$ cat src/design/awm_pkg.sv
// Shared types and codes for the anagram window matcher.
package awm_pkg;

  localparam int MODE_W   = 2;
  localparam int LETTER_W = 5;
  localparam int START_W  = 16;
  localparam int STATUS_W = 2;
  localparam int OP_W     = 3;

  localparam logic [MODE_W-1:0] MODE_CLEAR   = 2'd0;
  localparam logic [MODE_W-1:0] MODE_PATTERN = 2'd1;
  localparam logic [MODE_W-1:0] MODE_TEXT    = 2'd2;
  localparam logic [MODE_W-1:0] MODE_RESTART = 2'd3;

  localparam logic [STATUS_W-1:0] ST_OK           = 2'd0;
  localparam logic [STATUS_W-1:0] ST_PATTERN_FULL = 2'd1;
  localparam logic [STATUS_W-1:0] ST_INDEX_SAT    = 2'd2;
  localparam logic [STATUS_W-1:0] ST_BAD_LETTER   = 2'd3;

  // Work that the back end carries out for one request
  localparam logic [OP_W-1:0] OP_NONE    = 3'd0;
  localparam logic [OP_W-1:0] OP_CLEAR   = 3'd1;
  localparam logic [OP_W-1:0] OP_RESTART = 3'd2;
  localparam logic [OP_W-1:0] OP_PATTERN = 3'd3;
  localparam logic [OP_W-1:0] OP_TEXT    = 3'd4;

  typedef struct packed {
    logic [OP_W-1:0]     op;
    logic [LETTER_W-1:0] letter;
    logic                inc;         // add letter to the window
    logic                dec;         // drop old_letter from the window
    logic [LETTER_W-1:0] old_letter;
    logic                check;       // window is full, compare counts
    logic [START_W-1:0]  start;
    logic [STATUS_W-1:0] status;
  } awm_cmd_t;

endpackage

$ cat src/design/awm_ram.sv
// Generic single-port-write, single-port-read RAM with registered read (read-first).
module awm_ram #(
  parameter int WIDTH = 8,
  parameter int DEPTH = 64
) (
  input  logic                                  clk,
  input  logic                                  we,
  input  logic [(DEPTH > 1 ? $clog2(DEPTH) : 1)-1:0] waddr,
  input  logic [WIDTH-1:0]                      wdata,
  input  logic                                  re,
  input  logic [(DEPTH > 1 ? $clog2(DEPTH) : 1)-1:0] raddr,
  output logic [WIDTH-1:0]                      rdata
);

  logic [WIDTH-1:0] mem [DEPTH];

  always_ff @(posedge clk) begin
    if (re) begin
      rdata <= mem[raddr];
    end
    if (we) begin
      mem[waddr] <= wdata;
    end
  end

endmodule

$ cat src/design/awm_front.sv
// Front end: accepts requests, tracks pattern length, text index and letter ring.
module awm_front import awm_pkg::*; #(
  parameter int ALPHABET_SIZE = 26,
  parameter int MAX_PATTERN   = 64,
  parameter int INDEX_BITS    = 16
) (
  input  logic                clk,
  input  logic                rst,
  input  logic                item_valid,
  output logic                item_stall,
  input  logic [MODE_W-1:0]   mode,
  input  logic [LETTER_W-1:0] letter,
  output logic                cmd_valid,
  output awm_cmd_t            cmd,
  input  logic                cmd_full
);

  localparam int CW = $clog2(MAX_PATTERN + 1);
  localparam int AW = (MAX_PATTERN > 1) ? $clog2(MAX_PATTERN) : 1;
  localparam int SW = CW + 1;

  logic [CW-1:0]         plen, plen_next;
  logic [INDEX_BITS-1:0] pos, pos_next;
  logic [AW-1:0]         slot, slot_next;
  logic [CW-1:0]         fill, fill_next;
  logic                  s1_valid;
  awm_cmd_t              s1_cmd, cmd_new;

  logic                  accept;
  logic                  letter_ok;
  logic                  has_len;
  logic                  drop;
  logic [CW-1:0]         fill_inc;
  logic [SW-1:0]         slot_ext, len_ext, back_ext;
  logic [AW-1:0]         rd_addr;
  logic [31:0]           pos32;
  logic [START_W-1:0]    start_val;
  logic                  ram_we, ram_re;
  logic [LETTER_W-1:0]   ram_rdata;

  assign item_stall = s1_valid && cmd_full;
  assign accept     = item_valid && !item_stall;

  assign letter_ok = {1'b0, letter} < (LETTER_W + 1)'(ALPHABET_SIZE);
  assign has_len   = plen != '0;
  assign drop      = has_len && (fill >= plen);
  assign fill_inc  = (fill == CW'(MAX_PATTERN)) ? fill : fill + CW'(1);

  // Ring slot of the letter that leaves the window
  assign slot_ext = SW'(slot);
  assign len_ext  = SW'(plen);
  assign back_ext = (slot_ext >= len_ext) ? slot_ext - len_ext
                                          : slot_ext + SW'(MAX_PATTERN) - len_ext;
  assign rd_addr  = back_ext[AW-1:0];

  assign pos32     = 32'(pos);
  assign start_val = pos32[START_W-1:0] - START_W'(plen) + START_W'(1);

  always_comb begin
    plen_next          = plen;
    pos_next           = pos;
    slot_next          = slot;
    fill_next          = fill;
    ram_we             = 1'b0;
    ram_re             = 1'b0;
    cmd_new            = '0;
    cmd_new.op         = OP_NONE;
    cmd_new.letter     = letter;
    cmd_new.status     = ST_OK;
    case (mode)
      MODE_CLEAR: begin
        cmd_new.op = OP_CLEAR;
        plen_next  = '0;
        pos_next   = '0;
        slot_next  = '0;
        fill_next  = '0;
      end
      MODE_RESTART: begin
        cmd_new.op = OP_RESTART;
        pos_next   = '0;
        slot_next  = '0;
        fill_next  = '0;
      end
      MODE_PATTERN: begin
        if (!letter_ok) begin
          cmd_new.status = ST_BAD_LETTER;
        end else if (plen == CW'(MAX_PATTERN)) begin
          cmd_new.status = ST_PATTERN_FULL;
        end else begin
          cmd_new.op = OP_PATTERN;
          plen_next  = plen + CW'(1);
          pos_next   = '0;
          slot_next  = '0;
          fill_next  = '0;
        end
      end
      MODE_TEXT: begin
        if (!letter_ok) begin
          cmd_new.status = ST_BAD_LETTER;
        end else begin
          cmd_new.op    = OP_TEXT;
          cmd_new.inc   = has_len;
          cmd_new.dec   = drop;
          cmd_new.check = has_len && (fill_inc >= plen);
          cmd_new.start = start_val;
          if (&pos) begin
            cmd_new.status = ST_INDEX_SAT;
          end else begin
            pos_next = pos + INDEX_BITS'(1);
          end
          slot_next = (slot == AW'(MAX_PATTERN - 1)) ? '0 : slot + AW'(1);
          fill_next = fill_inc;
          ram_we    = 1'b1;
          ram_re    = drop;
        end
      end
      default: begin
        cmd_new.op = OP_NONE;
      end
    endcase
  end

  always_ff @(posedge clk) begin
    if (rst) begin
      plen     <= '0;
      pos      <= '0;
      slot     <= '0;
      fill     <= '0;
      s1_valid <= 1'b0;
    end else if (accept) begin
      plen     <= plen_next;
      pos      <= pos_next;
      slot     <= slot_next;
      fill     <= fill_next;
      s1_valid <= 1'b1;
    end else if (!cmd_full) begin
      s1_valid <= 1'b0;
    end
  end

  always_ff @(posedge clk) begin
    if (accept) begin
      s1_cmd <= cmd_new;
    end
  end

  // Read data holds until the next accepted request, so it stays with s1_cmd
  awm_ram #(
    .WIDTH (LETTER_W),
    .DEPTH (MAX_PATTERN)
  ) u_ring (
    .clk   (clk),
    .we    (accept && ram_we),
    .waddr (slot),
    .wdata (letter),
    .re    (accept && ram_re),
    .raddr (rd_addr),
    .rdata (ram_rdata)
  );

  always_comb begin
    cmd            = s1_cmd;
    cmd.old_letter = ram_rdata;
  end

  assign cmd_valid = s1_valid;

endmodule

$ cat src/design/awm_queue.sv
// Two-entry command queue between front and back end.
module awm_queue import awm_pkg::*; (
  input  logic     clk,
  input  logic     rst,
  input  logic     push_valid,
  input  awm_cmd_t push_cmd,
  output logic     full,
  input  logic     pop,
  output logic     head_valid,
  output awm_cmd_t head_cmd
);

  awm_cmd_t   slots [2];
  logic       wptr, rptr;
  logic [1:0] count;
  logic       push_en, pop_en;

  assign full       = count == 2'd2;
  assign head_valid = count != 2'd0;
  assign head_cmd   = slots[rptr];
  assign push_en    = push_valid && !full;
  assign pop_en     = pop && head_valid;

  always_ff @(posedge clk) begin
    if (rst) begin
      wptr  <= 1'b0;
      rptr  <= 1'b0;
      count <= 2'd0;
    end else begin
      if (push_en) begin
        wptr <= ~wptr;
      end
      if (pop_en) begin
        rptr <= ~rptr;
      end
      count <= count + 2'(push_en) - 2'(pop_en);
    end
  end

  always_ff @(posedge clk) begin
    if (push_en) begin
      slots[wptr] <= push_cmd;
    end
  end

endmodule

$ cat src/design/awm_back.sv
// Back end: per-letter count lanes, match compare and output register.
module awm_back import awm_pkg::*; #(
  parameter int ALPHABET_SIZE = 26,
  parameter int MAX_PATTERN   = 64
) (
  input  logic                clk,
  input  logic                rst,
  input  logic                head_valid,
  input  awm_cmd_t            head_cmd,
  output logic                pop,
  output logic                result_valid,
  input  logic                result_stall,
  output logic                match,
  output logic [START_W-1:0]  start_index,
  output logic [STATUS_W-1:0] status
);

  localparam int CW = $clog2(MAX_PATTERN + 1);

  logic [CW-1:0] pcnt  [ALPHABET_SIZE];
  logic [CW-1:0] wcnt  [ALPHABET_SIZE];
  logic [CW-1:0] w_new [ALPHABET_SIZE];
  logic [CW-1:0] w_add [ALPHABET_SIZE];
  logic [ALPHABET_SIZE-1:0] eq;
  logic [ALPHABET_SIZE-1:0] hit;
  logic          take;
  logic          match_new;

  assign take = head_valid && (!result_valid || !result_stall);
  assign pop  = take;

  always_comb begin
    for (int k = 0; k < ALPHABET_SIZE; k++) begin
      hit[k]   = head_cmd.letter == LETTER_W'(k);
      w_add[k] = wcnt[k] + CW'(head_cmd.inc && hit[k]);
      w_new[k] = w_add[k];
      if (head_cmd.dec && head_cmd.old_letter == LETTER_W'(k) && w_add[k] != '0) begin
        w_new[k] = w_add[k] - CW'(1);
      end
      eq[k] = w_new[k] == pcnt[k];
    end
  end

  assign match_new = head_cmd.check && (&eq);

  always_ff @(posedge clk) begin
    if (rst) begin
      for (int k = 0; k < ALPHABET_SIZE; k++) begin
        pcnt[k] <= '0;
        wcnt[k] <= '0;
      end
    end else if (take) begin
      for (int k = 0; k < ALPHABET_SIZE; k++) begin
        case (head_cmd.op)
          OP_CLEAR: begin
            pcnt[k] <= '0;
            wcnt[k] <= '0;
          end
          OP_RESTART: begin
            wcnt[k] <= '0;
          end
          OP_PATTERN: begin
            pcnt[k] <= pcnt[k] + CW'(hit[k]);
            wcnt[k] <= '0;
          end
          OP_TEXT: begin
            wcnt[k] <= w_new[k];
          end
          default: begin
            wcnt[k] <= wcnt[k];
          end
        endcase
      end
    end
  end

  always_ff @(posedge clk) begin
    if (rst) begin
      result_valid <= 1'b0;
    end else if (take) begin
      result_valid <= 1'b1;
    end else if (!result_stall) begin
      result_valid <= 1'b0;
    end
  end

  always_ff @(posedge clk) begin
    if (take) begin
      match       <= match_new;
      start_index <= match_new ? head_cmd.start : '0;
      status      <= head_cmd.status;
    end
  end

endmodule

$ cat src/design/anagram_window_matcher.sv
// Top level of the anagram window matcher: front end, command queue, back end.
//
//   channel   handshake                  payload
//   item      item_valid / item_stall    mode[1:0], letter[4:0]
//   result    result_valid / result_stall match, start_index[15:0], status[1:0]
//
// One request is accepted per cycle while item_stall is low; each gives exactly one result,
// passing in turn through the front register, the queue and the output register.
// The letter ring is a RAM with registered read, read at accept time.
// Reset clears all counts and indexes directly; no clearing pass is needed.
// A stalled result fills the two-entry queue, then the front register, then
// item_stall rises.
module anagram_window_matcher import awm_pkg::*; #(
  parameter int ALPHABET_SIZE = 26,
  parameter int MAX_PATTERN   = 64,
  parameter int INDEX_BITS    = 16
) (
  input  logic                clk,
  input  logic                rst,
  input  logic                item_valid,
  output logic                item_stall,
  input  logic [MODE_W-1:0]   mode,
  input  logic [LETTER_W-1:0] letter,
  output logic                result_valid,
  input  logic                result_stall,
  output logic                match,
  output logic [START_W-1:0]  start_index,
  output logic [STATUS_W-1:0] status
);

  logic     f_valid;
  awm_cmd_t f_cmd;
  logic     q_full;
  logic     q_valid;
  awm_cmd_t q_cmd;
  logic     q_pop;

  awm_front #(
    .ALPHABET_SIZE (ALPHABET_SIZE),
    .MAX_PATTERN   (MAX_PATTERN),
    .INDEX_BITS    (INDEX_BITS)
  ) u_front (
    .clk        (clk),
    .rst        (rst),
    .item_valid (item_valid),
    .item_stall (item_stall),
    .mode       (mode),
    .letter     (letter),
    .cmd_valid  (f_valid),
    .cmd        (f_cmd),
    .cmd_full   (q_full)
  );

  awm_queue u_queue (
    .clk        (clk),
    .rst        (rst),
    .push_valid (f_valid),
    .push_cmd   (f_cmd),
    .full       (q_full),
    .pop        (q_pop),
    .head_valid (q_valid),
    .head_cmd   (q_cmd)
  );

  awm_back #(
    .ALPHABET_SIZE (ALPHABET_SIZE),
    .MAX_PATTERN   (MAX_PATTERN)
  ) u_back (
    .clk          (clk),
    .rst          (rst),
    .head_valid   (q_valid),
    .head_cmd     (q_cmd),
    .pop          (q_pop),
    .result_valid (result_valid),
    .result_stall (result_stall),
    .match        (match),
    .start_index  (start_index),
    .status       (status)
  );

  // Nothing is pending right after reset
  assert property (@(posedge clk) rst |=> !result_valid && !item_stall)
    else $error("pending work after reset");

  // An accepted clear request lands in the front register as a clear command
  assert property (@(posedge clk) disable iff (rst)
    item_valid && !item_stall && mode == MODE_CLEAR |=> f_valid && f_cmd.op == OP_CLEAR)
    else $error("clear request not classified as clear");

  // A letter leaves the window only when a letter enters it
  assert property (@(posedge clk) disable iff (rst)
    q_valid && q_cmd.dec |-> q_cmd.inc && q_cmd.op == OP_TEXT)
    else $error("window drop without add");

  // Matches only come from accepted text letters
  assert property (@(posedge clk) disable iff (rst)
    result_valid && match |-> status != ST_PATTERN_FULL && status != ST_BAD_LETTER)
    else $error("match on a non-text result");

endmodule
$ cat config.mk
export PLATFORM = sky130hd
export DESIGN_NAME = anagram_window_matcher
export DESIGN_NICKNAME = d
export VERILOG_FILES = /design/src/design/awm_pkg.sv /design/src/design/awm_ram.sv /design/src/design/awm_front.sv /design/src/design/awm_queue.sv /design/src/design/awm_back.sv /design/src/design/anagram_window_matcher.sv
export SDC_FILE = /design/constraint.sdc
export NUM_CORES = 2
export LEC_CHECK = 0
export BUFFER_PORTS_ARGS = -buffer_cell sky130_fd_sc_hd__buf_2
export CORE_ASPECT_RATIO = 0.7
export CORE_MARGIN = 8
export CORE_UTILIZATION = 47
export CTS_CLUSTER_DIAMETER = 60
export DETAILED_ROUTE_END_ITERATION = 16
export PLACE_DENSITY = 0.58
export SLEW_MARGIN = 20
export SYNTH_ARGS = -nofsm -noshare
export SYNTH_HDL_FRONTEND = slang
export SYNTH_SLANG_ARGS = --single-unit
$ cat constraint.sdc
create_clock -name clk -period 7.6 [get_ports clk]
set_input_delay 0.76 -clock clk [delete_from_list [all_inputs] [get_ports clk]]
set_output_delay 0.76 -clock clk [all_outputs]
set_load 0.05 [all_outputs]
==> tab_implementation.tex <==
\begin{tabular}{lr}
\hline
Metric & Value \\
\hline
\multicolumn{2}{l}{\textbf{Floorplanning}} \\
\quad Vert. Die Dim & 291 um \\
\quad Num ports & 32 \\
\quad Std cell rows & 101 \\
\quad Area inside the core boundary & 108000 um2 \\
\quad Effective utilization at floorplan & 0.472 \\
\quad Overall die width & 409 um \\
\quad Floorplan die area & 119000 um2 \\
\multicolumn{2}{l}{\textbf{Clock network}} \\
\quad Sink Count & 848 \\
\quad Cell at the root of the clock tree & clkbuf\_16 \\
\quad H-tree level count & 3 \\
\quad TritonCTS clock tree & yes \\
\quad Clock transition at the registers of the reported paths & 60 ps \\
\quad Max clock buf depth & 3 \\
\quad Hold\_buf cts & 0 \\
\quad Number of clock buffers inserted by TritonCTS & 94 \\
\quad Clock latency on the worst-skew pair & 720 ps \\
\multicolumn{2}{l}{\textbf{Layout}} \\
\quad Share of post-route cells with drive strength above 1 & 0.105 \\
\quad Signed area change from the synthesized netlist to the final layout & 10.7\% \\
\quad \# nets final & 4883 \\
\multicolumn{2}{l}{\textbf{Pwr}} \\
\quad Total Power Consumption & 15400 uW \\
\quad Total leakage power & 0.0193 uW \\
\quad Worst voltage drop across the vdd grid & 229 uV \\
\quad Power density of the placed cells & 274 nW/um2 \\
\multicolumn{2}{l}{\textbf{Detailed routing}} \\
\quad Routed vias/inst & 6.29 \\
\quad Post-Route WL & 190000 um \\
\quad DRC viols & 0 \\
\quad Via count & 38822 \\
\quad First-pass iteration count of the detailed router & 6 \\
\quad DRC violation total after the first TritonRoute iteration & 5045 \\
\quad Per-cell routed wire length & 30.8 um \\
\quad Final antenna-violating net count & 0 \\
\multicolumn{2}{l}{\textbf{Logic synthesis}} \\
\quad Main combinational cell family by area after synthesis & simple AND/OR/NAND/NOR gates \\
\quad Post-synthesis cell area & 50800 um2 \\
\quad Share of Yosys cell area claimed by the top area cell type & 0.476 \\
\quad Top cells by area, synth & edfxtp\_1, xnor2\_1, ha\_1 \\
\quad Unique masters post-synth & 103 \\
\quad Synth Area in Adders & 0.0537 \\
\quad Top cells by instance count after synthesis & edfxtp\_1, nor2\_1, xnor2\_1 \\
\quad Post-synthesis sequential element count & 848 \\
\quad Syn\_area\_per\_cell & 11.1 um2 \\
\quad Most common cell in the synthesized netlist & edfxtp\_1 \\
\quad Area fraction in and, or, nand and nor cells after synthesis & 0.177 \\
\quad Nets in the synthesized netlist & 4828 \\
\quad Ys Warns & 0 \\
\quad Mux contribution to synthesized area & 0.0564 \\
\quad Most instantiated flip-flop cell in the synthesis netlist & edfxtp\_1 \\
\quad Share of the synthesized area in compound gates (AO/OA/AOI/OAI) & 0.0990 \\
\quad Register area share after synthesis & 0.492 \\
\quad Cell type contributing the most total cell area after synthesis & edfxtp\_1 \\
\quad Fraction of registers with async set or reset after synthesis & 0 \\
\quad Number of flops mapped to enable cells by yosys & 805 \\
\quad Cells after Synth & 4600 \\
\quad XOR/XNOR share of the synthesized area & 0.0961 \\
\multicolumn{2}{l}{\textbf{GRT}} \\
\quad Number of global-route vias before repair & 35871 \\
\quad Antenna violations before repair & 10 \\
\quad Pin count of the biggest net entering global routing & 81 \\
\quad GRT Total Usage & 0.309 \\
\quad First-pass GRT wire length & 269000 um \\
\quad Congestion Overflow GR & 0 \\
\multicolumn{2}{l}{\textbf{STA}} \\
\quad Timing-limited maximum frequency & 0.135 GHz \\
\quad Setup TNS Final & 0 ps \\
\quad Unrepaired setup endpoints after global routing & false \\
\quad Number of endpoints with negative hold slack in the final report & 0 \\
\quad Setup Skew & 59.4 ps \\
\quad Final number of max-transition violations & 0 \\
\quad Final setup violating endpoints & 0 \\
\quad Minimum clock period & 7410 ps \\
\quad Period utilization & 0.975 \\
\quad Slew of the pin with the lowest slew margin & 1230 ps \\
\quad Max transition margin & 0.174 \\
\multicolumn{2}{l}{\textbf{Setup path}} \\
\quad Max stage delay on crit path & 850 ps \\
\quad Data arrival, critical path & 7950 ps \\
\quad Critical-path maximum fanout & 21 \\
\quad CP max stage cell & a2111oi\_1 \\
\quad Length in cells of the worst reg-to-reg path & 20 \\
\quad Data required, critical path & 8140 ps \\
\quad Crit Path Class & register to register \\
\quad Top cell by count, worst path & buf\_4 \\
\quad Cell-by-cell trace of the critical path & mux2\_2 > nand2\_1 > buf\_4 > nor2\_1 > ha\_1 > ha\_1 > nand3\_1 > o2111ai\_1 > a2111oi\_4 > buf\_4 > a222oi\_1 > o221ai\_1 > a2111oi\_1 > buf\_4 > nand4\_1 > nor4\_1 > buf\_4 > o2111ai\_2 > buf\_4 > nor3\_1 \\
\quad Type of destination of the critical path & register \\
\quad CP Launch Type & register \\
\multicolumn{2}{l}{\textbf{Worst hold path}} \\
\quad Worst Hold Class & input pin to register \\
\quad Hold path startpoint & item\_valid \\
\quad Hold-critical path depth & 3 \\
\multicolumn{2}{l}{\textbf{Placement}} \\
\quad Buffers added on ports & 31 \\
\quad DP HPWL & 147000 um \\
\quad Gp weighted congestion & 1.07 \\
\multicolumn{2}{l}{\textbf{Flow run}} \\
\quad Max-Cap Viols & 0 \\
\multicolumn{2}{l}{\textbf{Outcome}} \\
\quad Outcome & complete, no violations \\
\hline
\end{tabular}
[worst max-delay path: cells and delay by family (launching register included)]
family                   cells  cell delay [ps]
buffers and inverters        5             1220
adder cells (fa/ha/maj)      2              590
flip-flops                   1              580
multiplexers                 1              570
AND/OR/NAND/NOR              6             1700
AO/OA/AOI/OAI                6             2550
[final cells by class]
class                   instances  area, um2
repair buffers                142       1020
inverters                     142        533
fillers                      9561      51500
clock inverters                65        759
well taps                    1442       1800
multi-input cells            3427      24700
clock buffers                 101       2380
diodes                          4       10.0
flip-flops and latches        848      25000
[metrics by stage]
stage	area [um2]	worst slack, ps	cells	utilization	hold WS, ps
after floorplan	50800	601	4600	-	421
after global placement	53000	-255	5997	0.492	425
after detailed placement	53000	365	5997	0.492	430
after CTS	56200	358	6163	0.521	261
after global routing	56300	103	6167	0.522	287
final	56300	193	6171	0.522	295
[registers in the layout, indices dropped and copies added, names as in the netlist, 16 cells and up, named ones only]
| signal | cells |
|---|---|
| u_front.pos | 16 |
| u_front.u_ring.mem | 320 |
| u_back.wcnt | 182 |
| u_back.pcnt | 182 |
| u_back.start_index | 16 |
| u_queue.slots | 68 |
| u_front.cmd | 29 |
[path summary, 6_finish.rpt]
kind,slack [ps],end
max,190,u_back.start_index[4]
min,290,u_front.cmd_valid
max reg2reg,190,u_back.start_index[4]
min reg2reg,440,u_queue.slots[1][32]
[logic make-up after synthesis]
kind of cell,after synthesis
buf+inv,325
simple gates,1813
compound gates,694
xor+xnor,543
fa+ha+maj,217
mux,160
flops,848
[report_power, final]
group | switching [uW] | total (uW) | leakage, uW | internal, uW
clock network | 2070 | 4710 | 0.00151 | 2640
logic | 3010 | 4400 | 0.00959 | 1390
registers | 615 | 6280 | 0.00820 | 5660
[placed cells by master (no fill, tap or decap), types with 41 or more instances in the layout]
cell / count
a21oi_1: 134
buf_4: 109
xnor2_1: 347
a211oi_1: 50
ha_1: 214
dfxtp_1: 42
edfxtp_1: 805
and3_1: 90
nor2_1: 623
and2_1: 112
nand2_1: 284
mux2i_1: 47
a31oi_1: 41
nand4_1: 67
nand3_1: 207
xor2_1: 182
mux4_2: 100
nor3_1: 106
inv_1: 141
clkbuf_16: 94
o21ai_0: 88
[metal layers]
metal | up-vias | global-route usage | wire length (um)
met5 | - | 0 | 12
met3 | 354 | 0.0709 | 17000
met1 | 19289 | 0.467 | 88100
met2 | 1803 | 0.427 | 76200
li1 | 17374 | - | -
met4 | 2 | 0.117 | 8910
[repair_timing]
action	4_1_cts	5_1_grt
endpoints found under the setup margin	0	15
buffers inserted	0	3
resized for setup	0	1
Power figures use the tool's default switching activity.
